### config.mk
export PLATFORM = sky130hd
export DESIGN_NAME = gamepad_input_qualifier_flat
export DESIGN_NICKNAME = d
export VERILOG_FILES = /design/src/gip_pkg.sv /design/src/gip_req_if.sv /design/src/gip_rsp_if.sv /design/src/gamepad_input_qualifier.sv /design/src/gip_axis_lane.sv /design/src/gip_ctrl_lane.sv /design/src/gip_emit.sv /design/src/flat_wrapper.sv
export SDC_FILE = /design/constraint.sdc
export NUM_CORES = 2
export LEC_CHECK = 0
export BUFFER_PORTS_ARGS = -buffer_cell sky130_fd_sc_hd__buf_2
export CAP_MARGIN = 30
export CORE_MARGIN = 1.5
export CORE_UTILIZATION = 31
export DETAILED_ROUTE_END_ITERATION = 10
export HOLD_SLACK_MARGIN = 0.08
export PLACE_DENSITY = 0.57
export SYNTH_ARGS = -nofsm -noshare
export SYNTH_HDL_FRONTEND = slang
export SYNTH_SLANG_ARGS = --single-unit
### constraint.sdc
create_clock -name clock -period 13.4 [get_ports clock]
set_input_delay 1.34 -clock clock [delete_from_list [all_inputs] [get_ports clock]]
set_output_delay 1.34 -clock clock [all_outputs]
set_load 0.005 [all_outputs]
### src/gip_pkg.sv
package gip_pkg;

   // Default sizes of the design.
   localparam int AXES_DEFAULT            = 6;
   localparam int VIRTUAL_BUTTONS_DEFAULT = 15;
   localparam int PHYS_BUTTONS_DEFAULT    = 32;
   localparam int HATS_DEFAULT            = 4;

   // The item carries six raw axis fields; axes beyond them read zero.
   localparam int NUM_RAW_AXES = 6;

   localparam int DEAD_ZONE = 32768 / 3;
   localparam logic signed [16:0] FULL_SCALE = 17'sd32767;

   // Bit positions of the source register fields.
   localparam int SRC_PAIR_BIT = 16;
   localparam int SRC_HAT_BIT  = 17;
   localparam int SRC_OFF_BIT  = 18;

   localparam logic [7:0] DIR_HORIZONTAL = 8'd1;
   localparam logic [7:0] DIR_VERTICAL   = 8'd2;

   localparam int HAT_UP    = 0;
   localparam int HAT_RIGHT = 1;
   localparam int HAT_DOWN  = 2;
   localparam int HAT_LEFT  = 3;

   localparam logic CMD_POLL      = 1'b0;
   localparam logic CMD_CALIBRATE = 1'b1;

   typedef logic [1:0] kind_type;
   localparam kind_type KIND_MOTION  = 2'd0;
   localparam kind_type KIND_PRESS   = 2'd1;
   localparam kind_type KIND_RELEASE = 2'd2;

   typedef logic [2:0] csr_index_type;
   localparam csr_index_type CSR_AXIS_COUNT     = 3'd0;
   localparam csr_index_type CSR_BUTTON_COUNT   = 3'd1;
   localparam csr_index_type CSR_HAT_COUNT      = 3'd2;
   localparam csr_index_type CSR_TURN_SOURCE    = 3'd3;
   localparam csr_index_type CSR_FORWARD_SOURCE = 3'd4;
   localparam csr_index_type CSR_STRAFE_SOURCE  = 3'd5;
   localparam csr_index_type CSR_LOOK_SOURCE    = 3'd6;
   localparam csr_index_type CSR_INVERT_MASK    = 3'd7;

   typedef logic signed [15:0] axis_type;
   typedef logic signed [16:0] control_type;
   typedef logic signed [18:0] source_type;
   typedef logic [4:0]         index_type;

   typedef struct packed {
      logic pending;
      logic valid;
   } emit_status_type;

endpackage

### src/gip_req_if.sv
interface gip_req_if;
   logic        valid;
   logic        ready;
   logic        cmd;
   logic [31:0] raw_buttons;
   logic [15:0] raw_hats;
   logic signed [15:0] raw_axis_a;
   logic signed [15:0] raw_axis_b;
   logic signed [15:0] raw_axis_c;
   logic signed [15:0] raw_axis_d;
   logic signed [15:0] raw_axis_e;
   logic signed [15:0] raw_axis_f;

   modport source (
      output valid, cmd, raw_buttons, raw_hats,
      output raw_axis_a, raw_axis_b, raw_axis_c, raw_axis_d, raw_axis_e, raw_axis_f,
      input  ready
   );

   modport sink (
      input  valid, cmd, raw_buttons, raw_hats,
      input  raw_axis_a, raw_axis_b, raw_axis_c, raw_axis_d, raw_axis_e, raw_axis_f,
      output ready
   );
endinterface

### src/gip_rsp_if.sv
interface gip_rsp_if;
   logic        valid;
   logic        ready;
   logic [1:0]  kind;
   logic [4:0]  button_index;
   logic signed [16:0] look_value;
   logic signed [16:0] turn_value;
   logic signed [16:0] forward_value;
   logic signed [16:0] strafe_value;
   logic        last;

   modport source (
      output valid, kind, button_index, look_value, turn_value, forward_value,
      output strafe_value, last,
      input  ready
   );

   modport sink (
      input  valid, kind, button_index, look_value, turn_value, forward_value,
      input  strafe_value, last,
      output ready
   );
endinterface

### src/gamepad_input_qualifier.sv
// Gamepad input qualifier.
// An item on req_ch is either a calibrate command, which stores the present raw
// axes as offsets of the used axes and gives no result, or a poll. A poll gives
// an optional motion item with the four mapped controls, then one press item per
// newly set bit of the virtual button mask and one release item per newly
// cleared bit, in ascending bit order; the final item of a poll has last set.
// Results leave through rsp_ch from an output register.
// A calibrate item leaves the block idle. A poll has its axes corrected in
// ST_CORRECT and its controls merged and loaded into the emitter in ST_MERGE;
// then ST_EMIT moves its results into the output register, one result per
// cycle while rsp_ch does not stall, and the next item is accepted once all
// results of a poll have entered the output register. When rsp_ch stalls,
// the held result stays and the queued ones wait. The csr_ port writes one
// configuration register per cycle with csr_we. Reset clears the count and
// invert registers, sets the sources to all ones (off), clears axis offsets
// and the previous button mask, and drops any result that has not been taken.
module gamepad_input_qualifier #(
   parameter int AXES            = gip_pkg::AXES_DEFAULT,
   parameter int VIRTUAL_BUTTONS = gip_pkg::VIRTUAL_BUTTONS_DEFAULT,
   parameter int PHYS_BUTTONS    = gip_pkg::PHYS_BUTTONS_DEFAULT,
   parameter int HATS            = gip_pkg::HATS_DEFAULT
) (
   input  logic                   clock,
   input  logic                   reset,
   gip_req_if.sink                req_ch,
   gip_rsp_if.source              rsp_ch,
   input  logic                   csr_we,
   input  gip_pkg::csr_index_type csr_index,
   input  logic [18:0]            csr_wdata
);

   typedef enum logic [3:0] {
      ST_IDLE    = 4'b0001,
      ST_CORRECT = 4'b0010,
      ST_MERGE   = 4'b0100,
      ST_EMIT    = 4'b1000
   } state_type;

   state_type state_ff, state_in;

   logic [2:0]          axis_count_ff;
   logic [5:0]          button_count_ff;
   logic [2:0]          hat_count_ff;
   gip_pkg::source_type source_ff [4];
   logic [3:0]          invert_ff;

   logic [31:0]         buttons_ff;
   logic [15:0]         hats_ff;
   gip_pkg::axis_type   axis_raw_ff [gip_pkg::NUM_RAW_AXES];
   gip_pkg::axis_type   port_raw [gip_pkg::NUM_RAW_AXES];

   logic                accept;
   logic                idle;
   gip_pkg::emit_status_type emit_st;

   assign idle         = (state_ff == ST_IDLE);
   assign req_ch.ready = idle;
   assign accept       = req_ch.valid && req_ch.ready;

   assign port_raw[0] = req_ch.raw_axis_a;
   assign port_raw[1] = req_ch.raw_axis_b;
   assign port_raw[2] = req_ch.raw_axis_c;
   assign port_raw[3] = req_ch.raw_axis_d;
   assign port_raw[4] = req_ch.raw_axis_e;
   assign port_raw[5] = req_ch.raw_axis_f;

   always_ff @(posedge clock) begin
      if (reset) begin
         axis_count_ff   <= '0;
         button_count_ff <= '0;
         hat_count_ff    <= '0;
         for (int k = 0; k < 4; k++) begin
            source_ff[k] <= '1;
         end
         invert_ff <= '0;
      end else if (csr_we) begin
         unique case (csr_index)
            gip_pkg::CSR_AXIS_COUNT:     axis_count_ff   <= csr_wdata[2:0];
            gip_pkg::CSR_BUTTON_COUNT:   button_count_ff <= csr_wdata[5:0];
            gip_pkg::CSR_HAT_COUNT:      hat_count_ff    <= csr_wdata[2:0];
            gip_pkg::CSR_TURN_SOURCE:    source_ff[0]    <= csr_wdata;
            gip_pkg::CSR_FORWARD_SOURCE: source_ff[1]    <= csr_wdata;
            gip_pkg::CSR_STRAFE_SOURCE:  source_ff[2]    <= csr_wdata;
            gip_pkg::CSR_LOOK_SOURCE:    source_ff[3]    <= csr_wdata;
            gip_pkg::CSR_INVERT_MASK:    invert_ff       <= csr_wdata[3:0];
            default: ;
         endcase
      end
   end

   always_ff @(posedge clock) begin
      if (accept) begin
         buttons_ff <= req_ch.raw_buttons;
         hats_ff    <= req_ch.raw_hats;
         for (int i = 0; i < gip_pkg::NUM_RAW_AXES; i++) begin
            axis_raw_ff[i] <= port_raw[i];
         end
      end
   end

   always_comb begin
      state_in = state_ff;
      unique case (state_ff)
         ST_IDLE: begin
            if (accept && req_ch.cmd == gip_pkg::CMD_POLL) begin
               state_in = ST_CORRECT;
            end
         end
         ST_CORRECT: state_in = ST_MERGE;
         ST_MERGE:   state_in = ST_EMIT;
         ST_EMIT: begin
            if (!emit_st.pending) begin
               state_in = ST_IDLE;
            end
         end
         default: state_in = ST_IDLE;
      endcase
   end

   always_ff @(posedge clock) begin
      if (reset) begin
         state_ff <= ST_IDLE;
      end else begin
         state_ff <= state_in;
      end
   end

   // Which buttons, hats and axes the device actually has.
   logic [31:0] btn_en;
   logic [31:0] btn_eff;
   logic [15:0] hats_eff;
   logic [3:0]  hat_en;

   for (genvar b = 0; b < 32; b++) begin : g_btn_en
      assign btn_en[b] = (b < PHYS_BUTTONS) && (button_count_ff > 6'(b));
   end
   assign btn_eff = buttons_ff & btn_en;

   for (genvar h = 0; h < 4; h++) begin : g_hat_en
      assign hat_en[h] = (h < HATS) && ({1'b0, hat_count_ff} > 4'(h));
      assign hats_eff[h * 4 +: 4] = hats_ff[h * 4 +: 4] & {4{hat_en[h]}};
   end

   logic [AXES-1:0]   axis_en;
   logic [AXES-1:0]   lane_above;
   logic [AXES-1:0]   lane_below;
   gip_pkg::axis_type lane_raw [AXES];
   gip_pkg::axis_type lane_val [AXES];

   for (genvar i = 0; i < AXES; i++) begin : g_axis
      assign axis_en[i] = ({1'b0, axis_count_ff} > 4'(i));
      if (i < gip_pkg::NUM_RAW_AXES) begin : g_raw
         assign lane_raw[i] = idle ? port_raw[i] : axis_raw_ff[i];
      end else begin : g_noraw
         assign lane_raw[i] = '0;
      end
      gip_axis_lane u_lane (
         .clock   (clock),
         .reset   (reset),
         .capture (accept && req_ch.cmd == gip_pkg::CMD_CALIBRATE && axis_en[i]),
         .step    (state_ff == ST_CORRECT),
         .raw     (lane_raw[i]),
         .value   (lane_val[i]),
         .above   (lane_above[i]),
         .below   (lane_below[i])
      );
   end

   gip_pkg::control_type       ctrl_val [4];
   logic [VIRTUAL_BUTTONS-1:0] ctrl_claim [4];
   logic [VIRTUAL_BUTTONS-1:0] claimed_any;

   for (genvar k = 0; k < 4; k++) begin : g_ctrl
      gip_ctrl_lane #(
         .AXES            (AXES),
         .VIRTUAL_BUTTONS (VIRTUAL_BUTTONS)
      ) u_ctrl (
         .src      (source_ff[k]),
         .invert   (invert_ff[k]),
         .buttons  (btn_eff),
         .hats     (hats_eff),
         .axis_val (lane_val),
         .axis_en  (axis_en),
         .value    (ctrl_val[k]),
         .claimed  (ctrl_claim[k])
      );
   end

   assign claimed_any = ctrl_claim[0] | ctrl_claim[1] | ctrl_claim[2] | ctrl_claim[3];

   gip_emit #(
      .AXES            (AXES),
      .VIRTUAL_BUTTONS (VIRTUAL_BUTTONS)
   ) u_emit (
      .clock   (clock),
      .reset   (reset),
      .load    (state_ff == ST_MERGE),
      .buttons (btn_eff[VIRTUAL_BUTTONS-1:0] & ~claimed_any),
      .above   (lane_above & axis_en),
      .below   (lane_below & axis_en),
      .hat0    (hats_eff[3:0]),
      .turn    (ctrl_val[0]),
      .forward (ctrl_val[1]),
      .strafe  (ctrl_val[2]),
      .look    (ctrl_val[3]),
      .rsp_ch  (rsp_ch),
      .status  (emit_st)
   );

`ifndef SYNTH
   a_poll_starts: assert property (@(posedge clock) disable iff (reset)
      (accept && req_ch.cmd == gip_pkg::CMD_POLL) |=> state_ff == ST_CORRECT)
      else $error("accepted poll did not start axis correction");

   a_calib_silent: assert property (@(posedge clock) disable iff (reset)
      (accept && req_ch.cmd == gip_pkg::CMD_CALIBRATE) |=> (idle && !emit_st.pending))
      else $error("calibrate item produced work");

   a_idle_drained: assert property (@(posedge clock) disable iff (reset)
      idle |-> !emit_st.pending)
      else $error("results still queued while accepting items");

   a_merge_to_emit: assert property (@(posedge clock) disable iff (reset)
      (state_ff == ST_MERGE) |=> (state_ff == ST_EMIT))
      else $error("merge stage did not hand over to the emitter");
`endif

endmodule

### src/gip_axis_lane.sv
module gip_axis_lane (
   input  logic              clock,
   input  logic              reset,
   input  logic              capture,
   input  logic              step,
   input  gip_pkg::axis_type raw,
   output gip_pkg::axis_type value,
   output logic              above,
   output logic              below
);

   gip_pkg::axis_type offset_ff, offset_in;
   gip_pkg::axis_type value_ff, value_in;
   logic signed [16:0] diff;

   always_comb begin
      diff = {raw[15], raw} - {offset_ff[15], offset_ff};
      // Overflow of the 16-bit range shows as a mismatch of the two top bits.
      if (diff[16] != diff[15]) begin
         value_in = diff[16] ? 16'sh8000 : 16'sh7fff;
      end else begin
         value_in = diff[15:0];
      end
      offset_in = capture ? raw : offset_ff;
   end

   always_ff @(posedge clock) begin
      if (reset) begin
         offset_ff <= '0;
      end else begin
         offset_ff <= offset_in;
      end
   end

   always_ff @(posedge clock) begin
      if (step) begin
         value_ff <= value_in;
      end
   end

   assign value = value_ff;
   assign above = value_ff > gip_pkg::DEAD_ZONE;
   assign below = value_ff < -gip_pkg::DEAD_ZONE;

endmodule

### src/gip_ctrl_lane.sv
module gip_ctrl_lane #(
   parameter int AXES            = gip_pkg::AXES_DEFAULT,
   parameter int VIRTUAL_BUTTONS = gip_pkg::VIRTUAL_BUTTONS_DEFAULT
) (
   input  gip_pkg::source_type          src,
   input  logic                         invert,
   input  logic [31:0]                  buttons,
   input  logic [15:0]                  hats,
   input  gip_pkg::axis_type            axis_val [AXES],
   input  logic [AXES-1:0]              axis_en,
   output gip_pkg::control_type         value,
   output logic [VIRTUAL_BUTTONS-1:0]   claimed
);

   localparam int AIDX_W = (AXES > 1) ? $clog2(AXES) : 1;

   logic                 off;
   logic                 is_pair;
   logic                 is_hat;
   logic                 neg_hit;
   logic                 pos_hit;
   logic [7:0]           lo_byte;
   logic [7:0]           hi_byte;
   logic [3:0]           hv;
   logic [AIDX_W-1:0]    ax_idx;
   logic                 ax_ok;
   gip_pkg::axis_type    ax;
   gip_pkg::control_type r;

   assign off     = src[gip_pkg::SRC_OFF_BIT];
   assign is_pair = src[gip_pkg::SRC_PAIR_BIT];
   assign is_hat  = src[gip_pkg::SRC_HAT_BIT];
   assign lo_byte = src[7:0];
   assign hi_byte = src[15:8];

   always_comb begin
      neg_hit = (lo_byte[7:5] == 3'd0) && buttons[lo_byte[4:0]];
      pos_hit = (hi_byte[7:5] == 3'd0) && buttons[hi_byte[4:0]];
      hv      = (lo_byte < 8'd4) ? hats[lo_byte[1:0] * 4 +: 4] : 4'd0;
      ax_idx  = src[AIDX_W-1:0];
      ax_ok   = (src[15:0] < 16'(AXES)) && axis_en[ax_idx];
      ax      = axis_val[ax_idx];
      r       = '0;
      if (off) begin
         r = '0;
      end else if (is_pair) begin
         if (neg_hit) begin
            r = r - gip_pkg::FULL_SCALE;
         end
         if (pos_hit) begin
            r = r + gip_pkg::FULL_SCALE;
         end
      end else if (is_hat) begin
         // Left beats right and up beats down when both are set.
         if (hi_byte == gip_pkg::DIR_HORIZONTAL) begin
            if (hv[gip_pkg::HAT_LEFT]) begin
               r = -gip_pkg::FULL_SCALE;
            end else if (hv[gip_pkg::HAT_RIGHT]) begin
               r = gip_pkg::FULL_SCALE;
            end
         end else if (hi_byte == gip_pkg::DIR_VERTICAL) begin
            if (hv[gip_pkg::HAT_UP]) begin
               r = -gip_pkg::FULL_SCALE;
            end else if (hv[gip_pkg::HAT_DOWN]) begin
               r = gip_pkg::FULL_SCALE;
            end
         end
      end else if (ax_ok) begin
         if (ax < gip_pkg::DEAD_ZONE && ax > -gip_pkg::DEAD_ZONE) begin
            r = '0;
         end else begin
            r = {ax[15], ax};
         end
      end
      value = invert ? -r : r;
   end

   for (genvar i = 0; i < VIRTUAL_BUTTONS; i++) begin : g_claim
      assign claimed[i] = !off && is_pair && (lo_byte == 8'(i) || hi_byte == 8'(i));
   end

endmodule

### src/gip_emit.sv
module gip_emit #(
   parameter int AXES            = gip_pkg::AXES_DEFAULT,
   parameter int VIRTUAL_BUTTONS = gip_pkg::VIRTUAL_BUTTONS_DEFAULT
) (
   input  logic                         clock,
   input  logic                         reset,
   input  logic                         load,
   input  logic [VIRTUAL_BUTTONS-1:0]   buttons,
   input  logic [AXES-1:0]              above,
   input  logic [AXES-1:0]              below,
   input  logic [3:0]                   hat0,
   input  gip_pkg::control_type         turn,
   input  gip_pkg::control_type         forward,
   input  gip_pkg::control_type         strafe,
   input  gip_pkg::control_type         look,
   gip_rsp_if.source                    rsp_ch,
   output gip_pkg::emit_status_type     status
);

   localparam int MB = VIRTUAL_BUTTONS + 16;

   logic [MB-1:0] mask;

   for (genvar i = 0; i < VIRTUAL_BUTTONS; i++) begin : g_btn
      assign mask[i] = buttons[i];
   end

   // Above the buttons: positive axis signs, negative axis signs, then hat 0.
   for (genvar p = VIRTUAL_BUTTONS; p < MB; p++) begin : g_ext
      localparam int O = p - VIRTUAL_BUTTONS;
      if (O < AXES) begin : g_pos
         assign mask[p] = above[O];
      end else if (O < 2 * AXES) begin : g_neg
         assign mask[p] = below[O - AXES];
      end else if (O < 2 * AXES + 4) begin : g_hat
         assign mask[p] = hat0[O - 2 * AXES];
      end else begin : g_zero
         assign mask[p] = 1'b0;
      end
   end

   function automatic gip_pkg::index_type low_index(input logic [MB-1:0] v);
      gip_pkg::index_type r;
      r = '0;
      for (int p = MB - 1; p >= 0; p--) begin
         if (v[p]) begin
            r = gip_pkg::index_type'(p);
         end
      end
      return r;
   endfunction

   logic [MB-1:0]        prev_ff, prev_in;
   logic [MB-1:0]        press_ff, press_in;
   logic [MB-1:0]        release_ff, release_in;
   logic                 motion_ff, motion_in;
   gip_pkg::control_type turn_ff, forward_ff, strafe_ff, look_ff;
   logic                 valid_ff, valid_in;
   gip_pkg::kind_type    kind_ff, kind_in;
   gip_pkg::index_type   idx_ff, idx_in;
   gip_pkg::control_type o_turn_ff, o_turn_in, o_fwd_ff, o_fwd_in;
   gip_pkg::control_type o_str_ff, o_str_in, o_look_ff, o_look_in;
   logic                 last_ff, last_in;
   logic [MB-1:0]        press_rest, release_rest;
   logic                 pending, take;

   always_comb begin
      press_rest   = press_ff & (press_ff - 1'b1);
      release_rest = release_ff & (release_ff - 1'b1);
      pending      = motion_ff || (|press_ff) || (|release_ff);
      take         = pending && (!valid_ff || rsp_ch.ready);

      prev_in    = prev_ff;
      press_in   = press_ff;
      release_in = release_ff;
      motion_in  = motion_ff;
      valid_in   = valid_ff;
      kind_in    = kind_ff;
      idx_in     = idx_ff;
      o_turn_in  = o_turn_ff;
      o_fwd_in   = o_fwd_ff;
      o_str_in   = o_str_ff;
      o_look_in  = o_look_ff;
      last_in    = last_ff;

      if (take) begin
         valid_in  = 1'b1;
         o_turn_in = '0;
         o_fwd_in  = '0;
         o_str_in  = '0;
         o_look_in = '0;
         idx_in    = '0;
         priority if (motion_ff) begin
            kind_in   = gip_pkg::KIND_MOTION;
            o_turn_in = turn_ff;
            o_fwd_in  = forward_ff;
            o_str_in  = strafe_ff;
            o_look_in = look_ff;
            last_in   = (press_ff == '0) && (release_ff == '0);
            motion_in = 1'b0;
         end else if (|press_ff) begin
            kind_in  = gip_pkg::KIND_PRESS;
            idx_in   = low_index(press_ff);
            last_in  = (press_rest == '0) && (release_ff == '0);
            press_in = press_rest;
         end else begin
            kind_in    = gip_pkg::KIND_RELEASE;
            idx_in     = low_index(release_ff);
            last_in    = (release_rest == '0);
            release_in = release_rest;
         end
      end else if (rsp_ch.ready) begin
         valid_in = 1'b0;
      end

      // A new poll is loaded only once the previous one has fully drained.
      if (load) begin
         press_in   = mask & ~prev_ff;
         release_in = prev_ff & ~mask;
         prev_in    = mask;
         motion_in  = (turn != '0) || (forward != '0) || (strafe != '0) || (look != '0);
      end
   end

   always_ff @(posedge clock) begin
      if (reset) begin
         prev_ff    <= '0;
         press_ff   <= '0;
         release_ff <= '0;
         motion_ff  <= 1'b0;
         valid_ff   <= 1'b0;
      end else begin
         prev_ff    <= prev_in;
         press_ff   <= press_in;
         release_ff <= release_in;
         motion_ff  <= motion_in;
         valid_ff   <= valid_in;
      end
   end

   always_ff @(posedge clock) begin
      if (load) begin
         turn_ff    <= turn;
         forward_ff <= forward;
         strafe_ff  <= strafe;
         look_ff    <= look;
      end
      kind_ff   <= kind_in;
      idx_ff    <= idx_in;
      o_turn_ff <= o_turn_in;
      o_fwd_ff  <= o_fwd_in;
      o_str_ff  <= o_str_in;
      o_look_ff <= o_look_in;
      last_ff   <= last_in;
   end

   assign rsp_ch.valid         = valid_ff;
   assign rsp_ch.kind          = kind_ff;
   assign rsp_ch.button_index  = idx_ff;
   assign rsp_ch.turn_value    = o_turn_ff;
   assign rsp_ch.forward_value = o_fwd_ff;
   assign rsp_ch.strafe_value  = o_str_ff;
   assign rsp_ch.look_value    = o_look_ff;
   assign rsp_ch.last          = last_ff;

   assign status.pending = pending;
   assign status.valid   = valid_ff;

endmodule

### src/flat_wrapper.sv
// flat-port wrapper written by rule: the top's interface ports become plain ports
module gamepad_input_qualifier_flat 
#(
   parameter int AXES            = gip_pkg::AXES_DEFAULT,
   parameter int VIRTUAL_BUTTONS = gip_pkg::VIRTUAL_BUTTONS_DEFAULT,
   parameter int PHYS_BUTTONS    = gip_pkg::PHYS_BUTTONS_DEFAULT,
   parameter int HATS            = gip_pkg::HATS_DEFAULT
)
  (clock, reset, csr_we, csr_index, csr_wdata, req_ch_valid, req_ch_cmd, req_ch_raw_buttons, req_ch_raw_hats, req_ch_raw_axis_a, req_ch_raw_axis_b, req_ch_raw_axis_c, req_ch_raw_axis_d, req_ch_raw_axis_e, req_ch_raw_axis_f, req_ch_ready, rsp_ch_valid, rsp_ch_kind, rsp_ch_button_index, rsp_ch_look_value, rsp_ch_turn_value, rsp_ch_forward_value, rsp_ch_strafe_value, rsp_ch_last, rsp_ch_ready);
  gip_req_if req_ch_i ();
  gip_rsp_if rsp_ch_i ();
  input  logic clock;
  input  logic reset;
  input  logic csr_we;
  input  gip_pkg::csr_index_type csr_index;
  input  logic [18:0] csr_wdata;
  input wire logic [$bits(req_ch_i.valid)-1:0] req_ch_valid;
  input wire logic [$bits(req_ch_i.cmd)-1:0] req_ch_cmd;
  input wire logic [$bits(req_ch_i.raw_buttons)-1:0] req_ch_raw_buttons;
  input wire logic [$bits(req_ch_i.raw_hats)-1:0] req_ch_raw_hats;
  input wire logic [$bits(req_ch_i.raw_axis_a)-1:0] req_ch_raw_axis_a;
  input wire logic [$bits(req_ch_i.raw_axis_b)-1:0] req_ch_raw_axis_b;
  input wire logic [$bits(req_ch_i.raw_axis_c)-1:0] req_ch_raw_axis_c;
  input wire logic [$bits(req_ch_i.raw_axis_d)-1:0] req_ch_raw_axis_d;
  input wire logic [$bits(req_ch_i.raw_axis_e)-1:0] req_ch_raw_axis_e;
  input wire logic [$bits(req_ch_i.raw_axis_f)-1:0] req_ch_raw_axis_f;
  output wire logic [$bits(req_ch_i.ready)-1:0] req_ch_ready;
  output wire logic [$bits(rsp_ch_i.valid)-1:0] rsp_ch_valid;
  output wire logic [$bits(rsp_ch_i.kind)-1:0] rsp_ch_kind;
  output wire logic [$bits(rsp_ch_i.button_index)-1:0] rsp_ch_button_index;
  output wire logic [$bits(rsp_ch_i.look_value)-1:0] rsp_ch_look_value;
  output wire logic [$bits(rsp_ch_i.turn_value)-1:0] rsp_ch_turn_value;
  output wire logic [$bits(rsp_ch_i.forward_value)-1:0] rsp_ch_forward_value;
  output wire logic [$bits(rsp_ch_i.strafe_value)-1:0] rsp_ch_strafe_value;
  output wire logic [$bits(rsp_ch_i.last)-1:0] rsp_ch_last;
  input wire logic [$bits(rsp_ch_i.ready)-1:0] rsp_ch_ready;
  assign req_ch_i.valid = req_ch_valid;
  assign req_ch_i.cmd = req_ch_cmd;
  assign req_ch_i.raw_buttons = req_ch_raw_buttons;
  assign req_ch_i.raw_hats = req_ch_raw_hats;
  assign req_ch_i.raw_axis_a = req_ch_raw_axis_a;
  assign req_ch_i.raw_axis_b = req_ch_raw_axis_b;
  assign req_ch_i.raw_axis_c = req_ch_raw_axis_c;
  assign req_ch_i.raw_axis_d = req_ch_raw_axis_d;
  assign req_ch_i.raw_axis_e = req_ch_raw_axis_e;
  assign req_ch_i.raw_axis_f = req_ch_raw_axis_f;
  assign req_ch_ready = req_ch_i.ready;
  assign rsp_ch_valid = rsp_ch_i.valid;
  assign rsp_ch_kind = rsp_ch_i.kind;
  assign rsp_ch_button_index = rsp_ch_i.button_index;
  assign rsp_ch_look_value = rsp_ch_i.look_value;
  assign rsp_ch_turn_value = rsp_ch_i.turn_value;
  assign rsp_ch_forward_value = rsp_ch_i.forward_value;
  assign rsp_ch_strafe_value = rsp_ch_i.strafe_value;
  assign rsp_ch_last = rsp_ch_i.last;
  assign rsp_ch_i.ready = rsp_ch_ready;
  gamepad_input_qualifier #(.AXES(AXES), .VIRTUAL_BUTTONS(VIRTUAL_BUTTONS), .PHYS_BUTTONS(PHYS_BUTTONS), .HATS(HATS)) u_core (.clock(clock), .reset(reset), .req_ch(req_ch_i), .rsp_ch(rsp_ch_i), .csr_we(csr_we), .csr_index(csr_index), .csr_wdata(csr_wdata));
endmodule
==> flow_summary.ini <==
[clocking]
cts_max_level = 3
clock_sinks = 671
ctsHoldBuffers = 0
clock_latency_ns = 0.71
clk_transition_reported_paths_ns = 0.06
clock_tree.buffer_depth = 3
cts_buffers = 79
cts_tree = yes
post_cts_buffers = 0
cts_resized = 0
root_buffer = clkbuf_16

[worst_setup_path]
cp_num_cells = 26
worst_path_largest_cell_delay_ns = 0.81
worstPathArrival_ns = 8.67
cp_max_fo = 35
critPathTopFamily = simple AND/OR/NAND/NOR gates
cp_slowest_cell = a2bb2oi_1
critical_path_class = reg -> reg
endpoint_kind = flip-flop
crit_path_start_kind = flip-flop
crit_buf_inv = 2
reg2reg_depth = 26
required_ns = 13.94

[sta]
slew_headroom_pct = 24.1
slew_violations = 0
rsz0062_at_grt = false
fmax_mhz = 123
timing.final.crit_share_pct = 60.7
fin_tns_setup_ns = 0
tightest_slew_ns = 1.13
finalHoldViolations = 0
setup_violations = 0
clock_skew_ns = 0.0387
fin_crit_ns = 8.13

[detailed_routing]
wirelength_mm = 165
drt_iter0_drc = 4377
wl_per_cell_um = 25.2
vias = 37740
via_per_inst = 5.75
remaining_drc_errors = 0
drt_pass1_iterations = 6
ant_nets = 0

[power_and_ir_drop]
seq_power_share_pct = 39.5
p_comb_share_pct = 28.9
irDropWorstVdd_uv = 126
leakagePower_nw = 17.8
switching_share_pct = 34.1
clkPwrFrac_pct = 31.6
internal_power_mw = 4.57
power_density_nw_per_um2 = 141
switching_power_mw = 2.36

[grt]
overflow = 0
grt_pass1_wl_mm = 238
antenna_found_initial = 10
track_usage_pct = 22.7
grt_pass1_vias = 34412
grt_max_degree = 81

[finish]
final_util_pct = 35.6
synthToLayoutAreaGrowth_pct = 13.8
num-fill-cells = 14067
diodes = 0
drive_gt1_share_pct = 15.6
nNetsFinal = 4988

[place]
dp_hpwl_mm = 126
port_buffers = 249
gp_congestion = 1.02

[synth]
synthFlopType = edfxtp_1
ys_ff_latch = 671
netlist_area_um2 = 43200
synth_edf_count = 460
avgSynthCellArea_um2 = 9.53
synthArstFlopShare_pct = 0
synth_fp_nets = 4817
ys_seq_area_share_pct = 41.8
netlist_instances = 4531
ys_types = 102
synth_top_cell_by_area = edfxtp_1
synth_top_area_share_pct = 32.0
yosysWarnings = 0
synth.area.top_cells = edfxtp_1, dfxtp_1, mux2i_1, mux4_2, nor2_1

[floorplanning]
ios = 250
rows = 136
core_um2 = 138000
dieWidth_um = 376
die_h_um = 376
initial_core_util_pct = 31.3
die_area_um2 = 142000

[flow_run]
max-cap-violations = 0

[hold_path]
whs_path_depth = 1
min_path_type = reg -> reg

[outcome]
status = finished clean
==> metrics by stage <==
| step | std cells | cell area, µm² | setup WS [ns] | power (mW) | hold WS (ns) |
|---|---|---|---|---|---|
| 3_3_place_gp | 6403 | 46300 | 5.40 | 4.76 | 0.444 |
| 3_5_place_dp | 6412 | 46400 | 5.37 | 4.77 | 0.447 |
| 5_1_grt | 6560 | 49100 | 4.62 | 7.28 | 0.482 |
| 2_1_floorplan | 4531 | 43200 | 2.93 | 4.06 | 0.423 |
| 4_1_cts | 6557 | 49000 | 5.32 | 6.98 | 0.455 |
| 6_report | 6560 | 49100 | 5.27 | 6.93 | 0.461 |
==> worst register-to-register path, stage by stage (launching register included) <==
cell and delay, ns:
dfxtp_1 0.69, or3_1 0.33, o21ai_1 0.30, mux4_2 0.56, mux4_2 0.49, nor2_1 0.10, a31oi_1 0.08, or4_1 0.51
inv_1 0.09, ha_1 0.22, o21ai_0 0.15, a211oi_1 0.38, nor4b_1 0.40, a31oi_2 0.06, buf_4 0.26, nor2_1 0.12
nor2_1 0.06, ha_1 0.25, o211ai_1 0.09, a2bb2oi_1 0.81, o21a_1 0.19, o211ai_1 0.09, or3_1 0.36, or4_1 0.44
or4_1 0.55, nor4_1 0.34, nor3_1 0.08
==> power by group through the flow <==
| stage | Combinational [mW] | Sequential (mW) | Clock (mW) |
|---|---|---|---|
| floorplan | 1.32 | 2.74 | 0 |
| global placement | 1.98 | 2.78 | 0 |
| detailed placement | 1.99 | 2.78 | 0 |
| CTS | 2.00 | 2.74 | 2.24 |
| global route | 2.20 | 2.76 | 2.32 |
| finish | 2.00 | 2.74 | 2.19 |
==> placed cells by master (no fill, tap or decap), drive strengths merged, types with 20 or more instances in the layout <==
cell    instances
clkbuf         97
clkinv         25
and3           52
o21ai         299
nand2         289
or2            47
nand2b        127
a31oi          30
nor2          428
a21boi         21
a211oi         44
nand3         111
o21a           22
or3            35
xnor2          50
mux2i         228
o22ai          70
mux4           88
a32oi          21
a21oi         272
edfxtp        460
or4            31
nand4          27
o221ai         27
buf           335
and2           97
nor4           37
o31ai          60
mux2          110
nor2b          69
o211ai         36
inv           245
a21o           46
nor3          192
xor2           20
ha            108
a22oi          57
dfxtp         211
==> worst paths after layout <==
path / slack [ns] / endpoint / startpoint
max: 5.27 / u_core.u_emit.motion_ff / u_core.button_count_ff[5]
min: 0.46 / u_core.state_ff[3] / u_core.state_ff[1]
max reg2reg: 5.27 / u_core.u_emit.motion_ff / u_core.button_count_ff[5]
min reg2reg: 0.46 / u_core.state_ff[3] / u_core.state_ff[1]
==> metal layers <==
layer	track usage (%)	part of all wire, %
met3	4.43	8.3
met4	9.55	4.3
met1	32.0	45
met2	33.5	43
met5	0	0.029
==> state kept, by name, indices dropped and copies added (netlist names), 16 cells and up <==
signal,count
u_core.buttons_ff,32
u_core.u_emit.turn_ff,17
u_core.source_ff,76
u_core.u_emit.rsp_ch.strafe_value,17
u_core.u_emit.rsp_ch.look_value,17
u_core.g_axis.u_lane.value,96
u_core.u_emit.press_ff,31
u_core.u_emit.strafe_ff,17
u_core.u_emit.look_ff,17
u_core.u_emit.rsp_ch.forward_value,17
u_core.g_axis.u_lane.offset_ff,96
u_core.hats_ff,16
u_core.axis_raw_ff,96
u_core.u_emit.rsp_ch.turn_value,17
u_core.u_emit.prev_ff,31
u_core.u_emit.release_ff,31
u_core.u_emit.forward_ff,17
==> layout make-up <==
cell class / instances / area (µm²) / area share (%)
multi-input combinational: 3380 / 23300 / 47.5
sequential: 671 / 18000 / 36.7
tap: 1794 / 2240 / 4.57
clock buffer: 97 / 2130 / 4.33
timing repair buffer: 335 / 2010 / 4.10
inverter: 235 / 885 / 1.80
clock inverter: 48 / 475 / 0.968
==> cell usage after synthesis (108+ instances only) <==
| cell type | n |
|---|---|
| nor3_1 | 192 |
| a21oi_1 | 271 |
| inv_1 | 230 |
| ha_1 | 108 |
| nand3_1 | 111 |
| mux2i_1 | 228 |
| nand2b_1 | 127 |
| clkbuf_1 | 176 |
| dfxtp_1 | 211 |
| nor2_1 | 428 |
| nand2_1 | 289 |
| edfxtp_1 | 460 |
| o21ai_0 | 279 |
==> cells by family (layout without fill, tap and decap cells) <==
logic type / Yosys count / after routing / share of synthesized area, %
buffers and inverters: 480 / 715 / 4.45
DFF: 671 / 671 / 41.8
adders and majority gates: 122 / 122 / 3.59
and+or+nand+nor: 1585 / 1585 / 18.3
xor gates and xnor gates: 70 / 70 / 1.42
muxes: 426 / 426 / 12.8
AOI/OAI and AO/OA: 1177 / 1177 / 17.7
Power figures use the tool's default switching activity.
